$ cat config.mk
export PLATFORM = sky130hd
export DESIGN_NAME = calendar_clock_with_summer_time_unit
export DESIGN_NICKNAME = d
export VERILOG_FILES = /design/src/hdl/ccst_pkg.sv /design/src/hdl/calendar_clock_with_summer_time_unit.sv /design/src/hdl/ccst_year_prep.sv
export SDC_FILE = /design/constraint.sdc
export NUM_CORES = 1
export LEC_CHECK = 0
export ABC_AREA = 1
export BUFFER_PORTS_ARGS = -buffer_cell sky130_fd_sc_hd__buf_4
export CORE_ASPECT_RATIO = 0.5
export CORE_MARGIN = 3
export CORE_UTILIZATION = 50
export CTS_CLUSTER_SIZE = 16
export DETAILED_ROUTE_END_ITERATION = 6
export HOLD_SLACK_MARGIN = 0.03
export PLACE_DENSITY_LB_ADDON = 0.1
export SLEW_MARGIN = 20
export SYNTH_ARGS = -nofsm -noshare
export SYNTH_HDL_FRONTEND = slang
export SYNTH_SLANG_ARGS = --single-unit
$ cat constraint.sdc
create_clock -name clk -period 7.88 [get_ports clk]
set_input_delay 1.576 -clock clk [delete_from_list [all_inputs] [get_ports clk]]
set_output_delay 1.576 -clock clk [all_outputs]
set_load 0.01 [all_outputs]
$ cat src/hdl/ccst_pkg.sv
package ccst_pkg;

	localparam int SEC_W  = 6;
	localparam int MIN_W  = 6;
	localparam int HOUR_W = 5;
	localparam int DAY_W  = 5;
	localparam int MON_W  = 4;
	localparam int YEAR_W = 14;
	localparam int WD_W   = 3;

	localparam logic [YEAR_W-1:0] YEAR_MAX = 14'd9999;

	localparam logic KIND_TICK = 1'b0;
	localparam logic KIND_LOAD = 1'b1;

	// day-of-week month offsets and month lengths, January first
	localparam logic [WD_W-1:0]  MONTH_OFFSET [12] = '{3'd0, 3'd3, 3'd2, 3'd5, 3'd0, 3'd3,
		3'd5, 3'd1, 3'd4, 3'd6, 3'd2, 3'd4};
	localparam logic [DAY_W-1:0] MONTH_LEN [12] = '{5'd31, 5'd28, 5'd31, 5'd30, 5'd31, 5'd30,
		5'd31, 5'd31, 5'd30, 5'd31, 5'd30, 5'd31};

	typedef struct packed {
		logic [DAY_W-1:0]  day;
		logic [MON_W-1:0]  month;
		logic [YEAR_W-1:0] year;
	} date_t;

	typedef struct packed {
		logic              kind;
		logic [SEC_W-1:0]  sec;
		logic [MIN_W-1:0]  min;
		logic [HOUR_W-1:0] hour;
		date_t             date;
		logic              summer;
	} load_t;

	// year residues and the day-of-week base (y + y/4 - y/100 + y/400) mod 7
	typedef struct packed {
		logic [1:0]      m4;
		logic [6:0]      m100;
		logic [8:0]      m400;
		logic [WD_W-1:0] a;
	} year_info_t;

	typedef struct packed {
		logic s2;
		logic s3;
	} prep_en_t;

	localparam year_info_t INFO_RESET    = '{m4: 2'd1, m100: 7'd13, m400: 9'd13, a: 3'd2};
	localparam year_info_t INFO_YEAR_ONE = '{m4: 2'd1, m100: 7'd1, m400: 9'd1, a: 3'd1};

	function automatic logic is_leap(input year_info_t yi);
		return (yi.m400 == 9'd0) || ((yi.m100 != 7'd0) && (yi.m4 == 2'd0));
	endfunction

	function automatic logic [DAY_W-1:0] month_days(input logic leap, input logic [MON_W-1:0] m);
		logic [3:0] idx;
		idx = m - 4'd1;
		if (m == 4'd2 && leap)
			return 5'd29;
		return MONTH_LEN[idx];
	endfunction

	// fold 3-bit groups: 8 is 1 mod 7
	function automatic logic [WD_W-1:0] mod7(input logic [14:0] x);
		logic [5:0] f1;
		logic [3:0] f2;
		logic [3:0] f3;
		logic [3:0] f4;
		f1 = 6'(x[2:0]) + 6'(x[5:3]) + 6'(x[8:6]) + 6'(x[11:9]) + 6'(x[14:12]);
		f2 = 4'(f1[5:3]) + 4'(f1[2:0]);
		f3 = 4'(f2[3]) + 4'(f2[2:0]);
		f4 = f3 - 4'd7;
		return (f3 >= 4'd7) ? f4[2:0] : f3[2:0];
	endfunction

	function automatic logic [WD_W-1:0] weekday_of(input year_info_t yi, input date_t d);
		logic [3:0] bt;
		logic [3:0] bm;
		logic [WD_W-1:0] base;
		logic [3:0] idx;
		logic [5:0] sum;
		// base of the previous year: a - 1 - leap
		bt   = 4'(yi.a) + 4'd6 - 4'(is_leap(yi));
		bm   = bt - 4'd7;
		idx  = d.month - 4'd1;
		base = (d.month < 4'd3) ? ((bt >= 4'd7) ? bm[2:0] : bt[2:0]) : yi.a;
		sum  = 6'(base) + 6'(MONTH_OFFSET[idx]) + 6'(d.day);
		return mod7(15'(sum));
	endfunction

	function automatic date_t next_day(input date_t d, input logic leap);
		date_t r;
		r = d;
		if (d.day >= month_days(leap, d.month)) begin
			r.day = 5'd1;
			if (d.month >= 4'd12) begin
				r.month = 4'd1;
				r.year  = (d.year >= YEAR_MAX) ? 14'd1 : d.year + 14'd1;
			end else begin
				r.month = d.month + 4'd1;
			end
		end else begin
			r.day = d.day + 5'd1;
		end
		return r;
	endfunction

endpackage

$ cat src/hdl/calendar_clock_with_summer_time_unit.sv
// GMT clock and calendar with summer time. Each tick transfer advances the clock by one second,
// each load transfer writes time, date and summer flag (out-of-range load values saturate into
// range), and every input transfer yields exactly one result: GMT time, local hour and date
// (GMT plus one hour while summer time is on), the summer flag and the GMT weekday
// (0 = Sunday). Summer time switches on at 01:00:00 GMT on a Sunday from March 25 on, and off
// likewise from October 25 on; loads never trigger the switch. Years run 1..9999 and wrap to 1.
// The block takes one item per clock cycle; each result passes the input register, two
// year-preparation stages and the clock state register before it lands in the result
// register, and the pipeline only stalls when a finished result is not taken. After reset
// the clock reads 2013-07-26 22:59:30 GMT with summer time off.
module calendar_clock_with_summer_time_unit (
	input  logic                          clk,
	input  logic                          arst_n,
	input  logic                          in_valid,
	output logic                          in_ready,
	input  logic                          kind,
	input  logic [ccst_pkg::SEC_W-1:0]    load_seconds,
	input  logic [ccst_pkg::MIN_W-1:0]    load_minutes,
	input  logic [ccst_pkg::HOUR_W-1:0]   load_hours,
	input  logic [ccst_pkg::DAY_W-1:0]    load_day,
	input  logic [ccst_pkg::MON_W-1:0]    load_month,
	input  logic [ccst_pkg::YEAR_W-1:0]   load_year,
	input  logic                          load_summer,
	output logic                          out_valid,
	input  logic                          out_ready,
	output logic [ccst_pkg::SEC_W-1:0]    gmt_seconds,
	output logic [ccst_pkg::MIN_W-1:0]    gmt_minutes,
	output logic [ccst_pkg::HOUR_W-1:0]   gmt_hours,
	output logic [ccst_pkg::HOUR_W-1:0]   local_hours,
	output logic [ccst_pkg::DAY_W-1:0]    local_day,
	output logic [ccst_pkg::MON_W-1:0]    local_month,
	output logic [ccst_pkg::YEAR_W-1:0]   local_year,
	output logic                          summer_time,
	output logic [ccst_pkg::WD_W-1:0]     weekday
);
	import ccst_pkg::*;

	// pipeline occupancy
	logic v_s1, v_s2, v_s3, st_v_q, out_v_q;
	logic out_load, st_load, s3_load, s2_load, s1_load;
	prep_en_t prep_en;

	// payload stages
	load_t      ld_in, ld_s1, ld_s2, ld_s3;
	year_info_t info_s3;

	// clock state
	logic [SEC_W-1:0]  sec_q;
	logic [MIN_W-1:0]  min_q;
	logic [HOUR_W-1:0] hour_q;
	date_t             date_q;
	logic              summer_q;
	year_info_t        info_q;

	// next state
	logic [SEC_W-1:0]  sec_nx;
	logic [MIN_W-1:0]  min_nx;
	logic [HOUR_W-1:0] hour_nx;
	date_t             date_nx;
	logic              summer_nx;
	year_info_t        info_nx;
	logic              sec_wrap, min_wrap, day_roll, year_roll;
	date_t             tomorrow;
	year_info_t        info_inc;
	logic [3:0]        a_sum, a_sub;
	logic [WD_W-1:0]   wd_cur;
	logic              leap_cur;

	// result register
	logic [SEC_W-1:0]  o_sec_q;
	logic [MIN_W-1:0]  o_min_q;
	logic [HOUR_W-1:0] o_hour_q;
	logic [HOUR_W-1:0] o_lhour_q;
	date_t             o_ldate_q;
	logic              o_summer_q;
	logic [WD_W-1:0]   o_wd_q;
	logic [HOUR_W-1:0] lh_sum;

	// Each stage advances when the one after it is empty or advancing at the same edge.
	assign out_load = st_v_q && (!out_v_q || out_ready);
	assign st_load  = v_s3 && (!st_v_q || out_load);
	assign s3_load  = v_s2 && (!v_s3 || st_load);
	assign s2_load  = v_s1 && (!v_s2 || s3_load);
	assign in_ready = !v_s1 || s2_load;
	assign s1_load  = in_valid && in_ready;
	assign prep_en  = '{s2: s2_load, s3: s3_load};

	always_ff @(posedge clk or negedge arst_n) begin
		if (!arst_n) begin
			v_s1    <= 1'b0;
			v_s2    <= 1'b0;
			v_s3    <= 1'b0;
			st_v_q  <= 1'b0;
			out_v_q <= 1'b0;
		end else begin
			v_s1    <= s1_load || (v_s1 && !s2_load);
			v_s2    <= s2_load || (v_s2 && !s3_load);
			v_s3    <= s3_load || (v_s3 && !st_load);
			st_v_q  <= st_load || (st_v_q && !out_load);
			out_v_q <= out_load || (out_v_q && !out_ready);
		end
	end

	// Saturate load values into range on the way in; tick items carry them unused.
	always_comb begin
		ld_in.kind   = kind;
		ld_in.sec    = (load_seconds > 6'd59) ? 6'd59 : load_seconds;
		ld_in.min    = (load_minutes > 6'd59) ? 6'd59 : load_minutes;
		ld_in.hour   = (load_hours > 5'd23) ? 5'd23 : load_hours;
		ld_in.date.day   = (load_day == 5'd0) ? 5'd1 : load_day;
		ld_in.date.month = (load_month == 4'd0) ? 4'd1 :
			((load_month > 4'd12) ? 4'd12 : load_month);
		ld_in.date.year  = (load_year == 14'd0) ? 14'd1 :
			((load_year > YEAR_MAX) ? YEAR_MAX : load_year);
		ld_in.summer = load_summer;
	end

	always_ff @(posedge clk) begin
		if (s1_load)
			ld_s1 <= ld_in;
		if (s2_load)
			ld_s2 <= ld_s1;
		if (s3_load)
			ld_s3 <= ld_s2;
	end

	// Work out the residues and weekday base of a loaded year ahead of the state stage.
	ccst_year_prep u_year_prep (
		.clk     (clk),
		.en      (prep_en),
		.year_s1 (ld_s1.date.year),
		.info_s3 (info_s3)
	);

	assign leap_cur = is_leap(info_q);
	assign wd_cur   = weekday_of(info_q, date_q);

	// Next state: a load takes the loaded values; a tick carries seconds into minutes, hours and the date.
	always_comb begin
		sec_wrap  = (sec_q == 6'd59);
		min_wrap  = sec_wrap && (min_q == 6'd59);
		day_roll  = min_wrap && (hour_q == 5'd23);
		tomorrow  = next_day(date_q, leap_cur);
		year_roll = day_roll && (date_q.month == 4'd12) && (tomorrow.month == 4'd1);

		// step year residues forward; base grows by one plus one more in a leap year
		info_inc.m4   = info_q.m4 + 2'd1;
		info_inc.m100 = (info_q.m100 == 7'd99) ? 7'd0 : info_q.m100 + 7'd1;
		info_inc.m400 = (info_q.m400 == 9'd399) ? 9'd0 : info_q.m400 + 9'd1;
		info_inc.a    = 3'd0;
		a_sum = 4'(info_q.a) + 4'd1 + 4'(is_leap(info_inc));
		a_sub = a_sum - 4'd7;
		info_inc.a    = (a_sum >= 4'd7) ? a_sub[2:0] : a_sum[2:0];

		if (ld_s3.kind == KIND_LOAD) begin
			sec_nx    = ld_s3.sec;
			min_nx    = ld_s3.min;
			hour_nx   = ld_s3.hour;
			date_nx   = ld_s3.date;
			summer_nx = ld_s3.summer;
			info_nx   = info_s3;
		end else begin
			sec_nx    = sec_wrap ? 6'd0 : sec_q + 6'd1;
			min_nx    = sec_wrap ? (min_wrap ? 6'd0 : min_q + 6'd1) : min_q;
			hour_nx   = min_wrap ? (day_roll ? 5'd0 : hour_q + 5'd1) : hour_q;
			date_nx   = day_roll ? tomorrow : date_q;
			info_nx   = info_q;
			if (year_roll)
				info_nx = (date_q.year >= YEAR_MAX) ? INFO_YEAR_ONE : info_inc;
			// Reaching 01:00:00 means the date did not change, so the current weekday holds.
			summer_nx = summer_q;
			if (min_wrap && hour_q == 5'd0 && wd_cur == 3'd0 && date_q.day >= 5'd25) begin
				if (date_q.month == 4'd3)
					summer_nx = 1'b1;
				else if (date_q.month == 4'd10)
					summer_nx = 1'b0;
			end
		end
	end

	always_ff @(posedge clk or negedge arst_n) begin
		if (!arst_n) begin
			sec_q    <= 6'd30;
			min_q    <= 6'd59;
			hour_q   <= 5'd22;
			date_q   <= '{day: 5'd26, month: 4'd7, year: 14'd2013};
			summer_q <= 1'b0;
			info_q   <= INFO_RESET;
		end else if (st_load) begin
			sec_q    <= sec_nx;
			min_q    <= min_nx;
			hour_q   <= hour_nx;
			date_q   <= date_nx;
			summer_q <= summer_nx;
			info_q   <= info_nx;
		end
	end

	// Result: local view of the state that the item just left.
	assign lh_sum = hour_q + 5'(summer_q);

	always_ff @(posedge clk) begin
		if (out_load) begin
			o_sec_q    <= sec_q;
			o_min_q    <= min_q;
			o_hour_q   <= hour_q;
			o_lhour_q  <= (lh_sum >= 5'd24) ? 5'd0 : lh_sum;
			o_ldate_q  <= (lh_sum >= 5'd24) ? tomorrow : date_q;
			o_summer_q <= summer_q;
			o_wd_q     <= wd_cur;
		end
	end

	assign out_valid   = out_v_q;
	assign gmt_seconds = o_sec_q;
	assign gmt_minutes = o_min_q;
	assign gmt_hours   = o_hour_q;
	assign local_hours = o_lhour_q;
	assign local_day   = o_ldate_q.day;
	assign local_month = o_ldate_q.month;
	assign local_year  = o_ldate_q.year;
	assign summer_time = o_summer_q;
	assign weekday     = o_wd_q;

endmodule

$ cat src/hdl/ccst_year_prep.sv
module ccst_year_prep (
	input  logic                           clk,
	input  ccst_pkg::prep_en_t             en,
	input  logic [ccst_pkg::YEAR_W-1:0]    year_s1,
	output ccst_pkg::year_info_t           info_s3
);
	import ccst_pkg::*;

	logic [26:0]       prod;
	logic [YEAR_W-1:0] year_s2;
	logic [6:0]        q100_s2;
	logic [4:0]        q400;
	logic [YEAR_W-1:0] r100;
	logic [YEAR_W-1:0] r400;
	logic [14:0]       base_sum;
	year_info_t        info_nx;

	// y / 100 as (y * 5243) >> 19, exact below 10000
	assign prod = 27'(year_s1) * 27'd5243;

	always_ff @(posedge clk) begin
		if (en.s2) begin
			year_s2 <= year_s1;
			q100_s2 <= prod[25:19];
		end
	end

	always_comb begin
		q400     = q100_s2[6:2];
		r100     = year_s2 - 14'(q100_s2) * 14'd100;
		r400     = year_s2 - 14'(q400) * 14'd400;
		base_sum = 15'(year_s2) + 15'(year_s2[13:2]) - 15'(q100_s2) + 15'(q400);
		info_nx.m4   = year_s2[1:0];
		info_nx.m100 = r100[6:0];
		info_nx.m400 = r400[8:0];
		info_nx.a    = mod7(base_sum);
	end

	always_ff @(posedge clk) begin
		if (en.s3)
			info_s3 <= info_nx;
	end

endmodule

==> out/qor.yml <==
timing:
  setup_tns_ns: 0
  min_period_ns: 7.34
  finClkSkew_ns: 0.0180
  finalCritPeriodShare_pct: 93.1
  timing.hold.ws_ns: 0.411
  hold_viol: 0
  worst_slew_pin_slew_ns: 0.934
  setup_viol: 0
  fin_ws_ns: 0.543
  fmax_mhz: 136
  rsz0062_at_grt: "no"
  relSlewSlack_pct: 37.7
  drv_slew: 0
critical_path:
  reg2reg_from: "u_year_prep.q100_s2[3]"
  start_kind: "flop"
  rr_worst_depth: 24
  cp-endpoint: "u_year_prep.info_s3[1]"
  end_kind: "flop"
  required_ns: 8.16
  cp_data_arrival_time_ns: 7.61
  worstPathMaxFanout: 5
  worstSetupPathType: "reg -> reg"
  rrSetupSlack_ns: 0.54
  r2r_end: "u_year_prep.info_s3[1]"
  startpoint: "u_year_prep.q100_s2[3]"
route:
  wl_per_cell_um: 16.1
  vias: 12100
  first_iter_violations: 824
  ant_nets: 0
  first_pass_iters: 5
  drt-total-wl_um: 38000
  drc_errors: 0
  routed_via_density: 5.13
synth:
  yosysTopAreaCell: "edfxtp_1"
  synthTopCellsByArea: "edfxtp_1 33%, ha_1 13%, fa_1 10%"
  ys_seq_elements: 262
  syn_inst: 1783
  yosys_warnings: 0
  syn_avg_cell_area_um2: 9.88
  synth_nets: 2108
  yosysTopAreaCellShare_pct: 33.2
  synth_edf_count: 195
  async_flop_share_pct: 25.6
  synth-main-ff-cell: "edfxtp_1"
  yosysSeqAreaShare_pct: 43.0
  synth_area_mm2: 0.0176
  yosysUniqueCellTypes: 60
min_path:
  hold_class: "reg -> reg"
floorplan:
  start_util_pct: 52.0
  rows: 47
  die_h_um: 139
  dieWidth_um: 271
  num_io_pins: 97
  core_mm2: 0.0339
  die_area_mm2: 0.0377
clock_tree:
  ctsLongestPathBuffers: 3
  cts_setup_buffers: 0
  clk_latency_ns: 0.54
  cts_hold_buf: 0
  cts.sinks: 262
  post_cts_resized: 0
  root_buffer: "clkbuf_16"
  cts.clk_slew.worst_paths_ns: 0.07
  htreeDepth: 1
  cts_tree: "yes"
  cts_inserted_buffers: 26
cells_and_area:
  syn_to_final_growth_pct: 12.0
  nNetsFinal: 2196
  drive_gt1_share_pct: 12.0
  layout.cells.non_filler: 2356
  diodes: 0
global_routing:
  grt_pass1_wl_um: 62300
  grt_pass1_vias: 12000
  antenna_found_initial: 0
  grt_usage_pct: 20.5
  grt_start_max_net_pins: 68
  grt_overflow_total: 0
placement:
  placedCellCount: 2308
  pre_cts_ws_ns: 0.557
  place.gp.congestion: 0.868
  io_buffers: 96
  post-dp-hpwl_um: 29200
run_status:
  status: "completed"
run:
  cap_viol_max_count: 0
layout make-up:
cell class | instances | area, um^2
fillers | 3014 | 14100
multi-input cells | 1148 | 8590
flip-flops and latches | 262 | 7580
inverters | 330 | 1250
repair buffers | 103 | 773
clock buffers | 32 | 714
well taps | 465 | 582
clock inverters | 16 | 253
metrics by stage:
step,util [%],area [um^2]
3_5_place_dp,55.4,18800
6_report,58.3,19700
5_1_grt,58.3,19700
3_3_place_gp,55.4,18800
2_1_floorplan,-,17600
4_1_cts,58.3,19700
per-layer routing:
layer / up-vias / global-route usage, % / wire length, um
li1: 6087 / - / -
met1: 5722 / 27.9 / 17300
met2: 223 / 35.2 / 18300
met3: 55 / 2.49 / 1530
met4: 0 / 4.93 / 821
met5: - / 0 / 0
synthesized netlist by cell type, types with 2 or more instances:
cell type  instances
a21o_1             4
buf_2             10
nor3_1            14
a211oi_1           3
fa_1              89
nand3b_1           2
ha_1             190
a22oi_1           12
edfxtp_1         195
nand2_1          291
o21a_1             2
xnor2_1           26
o31ai_1            3
nor3b_1            2
dfstp_2           35
clkbuf_1          24
o21ai_1           15
o21ai_2           10
nor2_4             2
nand4_1           28
xor2_1            35
nand2_2            6
nor4_1             5
nand3_1           82
dfrtp_1           32
o41ai_1            3
nand2_4            2
buf_6              2
inv_2              4
o21ai_0           90
nor3_2             2
o22ai_1            4
inv_1            322
a21oi_1           79
buf_4              4
a21boi_0           2
or2_2              5
o21bai_1           3
and2_1             5
a31oi_1           12
o211ai_1           6
nor2_1           103
placed cells by master, fill, tap and decap left out, types with 4 or more instances in the layout:
master       n
nor2_1     102
xor2_1      35
fa_1        89
a21oi_1     77
clkbuf_16   27
and2_1       5
nand4_1     28
a22oi_1     12
edfxtp_1   195
o21ai_0     90
o21ai_2     10
nor4_1       5
inv_2        5
or2_2        5
dfstp_2     35
nand2_1    291
inv_6        5
a21o_1       4
clkinv_2     5
xnor2_1     26
nand3_1     82
ha_1       190
buf_4      103
o211ai_1     6
o21ai_1     15
dfrtp_1     32
a31oi_1     12
nor3_1      14
bufinv_16    6
nand2_2      6
o22ai_1      4
inv_1      321
sequential cells by signal (all words and copies together) (netlist names), 7 cells and up:
register,cells
u_year_prep.year_s2,14
u_year_prep.info_s3,13
u_year_prep.q100_s2,7
local_year,14
ld_s3,42
info_q,21
date_q,23
ld_s2,28
ld_s1,42
cell families (layout without fill, tap and decap cells):
logic type               count (synthesis)  count (layout)  synth area share [%]
AND/OR/NAND/NOR                        553             553                  13.6
adder cells (fa/ha/maj)                279             279                  23.6
AO/OA/AOI/OAI                          254             254                  8.26
multiplexers                             1               1                0.0639
XOR/XNOR                                61              61                  3.03
flip-flops                             262             262                  43.0
buffers and inverters                  373             481                  8.41
worst max-delay path, stage by stage, from the launching register on:
cell      delay, ns
edfxtp_1       0.48
inv_1          0.11
fa_1           0.48
inv_1          0.06
fa_1           0.45
ha_1           0.25
fa_1           0.42
xor2_1         0.18
ha_1           0.22
fa_1           0.49
inv_1          0.05
fa_1           0.50
fa_1           0.54
inv_1          0.04
ha_1           0.21
fa_1           0.42
xor2_1         0.18
ha_1           0.24
fa_1           0.51
ha_1           0.32
ha_1           0.15
inv_1          0.04
or2_2          0.30
nand2_1        0.10
mux2_2         0.33
how the worst min path moves through the flow:
stage              start        end  slack [ns]  depth (start not counted)
6_report       ld_s2[33]  ld_s3[33]        0.41                          0
5_1_grt        ld_s2[35]  ld_s3[35]        0.42                          0
4_1_cts        ld_s2[33]  ld_s3[33]        0.41                          0
3_5_place_dp   ld_s1[24]  ld_s2[24]        0.40                          0
3_3_place_gp   ld_s2[36]  ld_s3[36]        0.40                          0
2_1_floorplan   ld_s1[0]   ld_s2[0]        0.40                          0
Power is left out: the tool's default activity adds up to more than one toggle a clock period on the data nets, which glitch-free logic cannot reach.
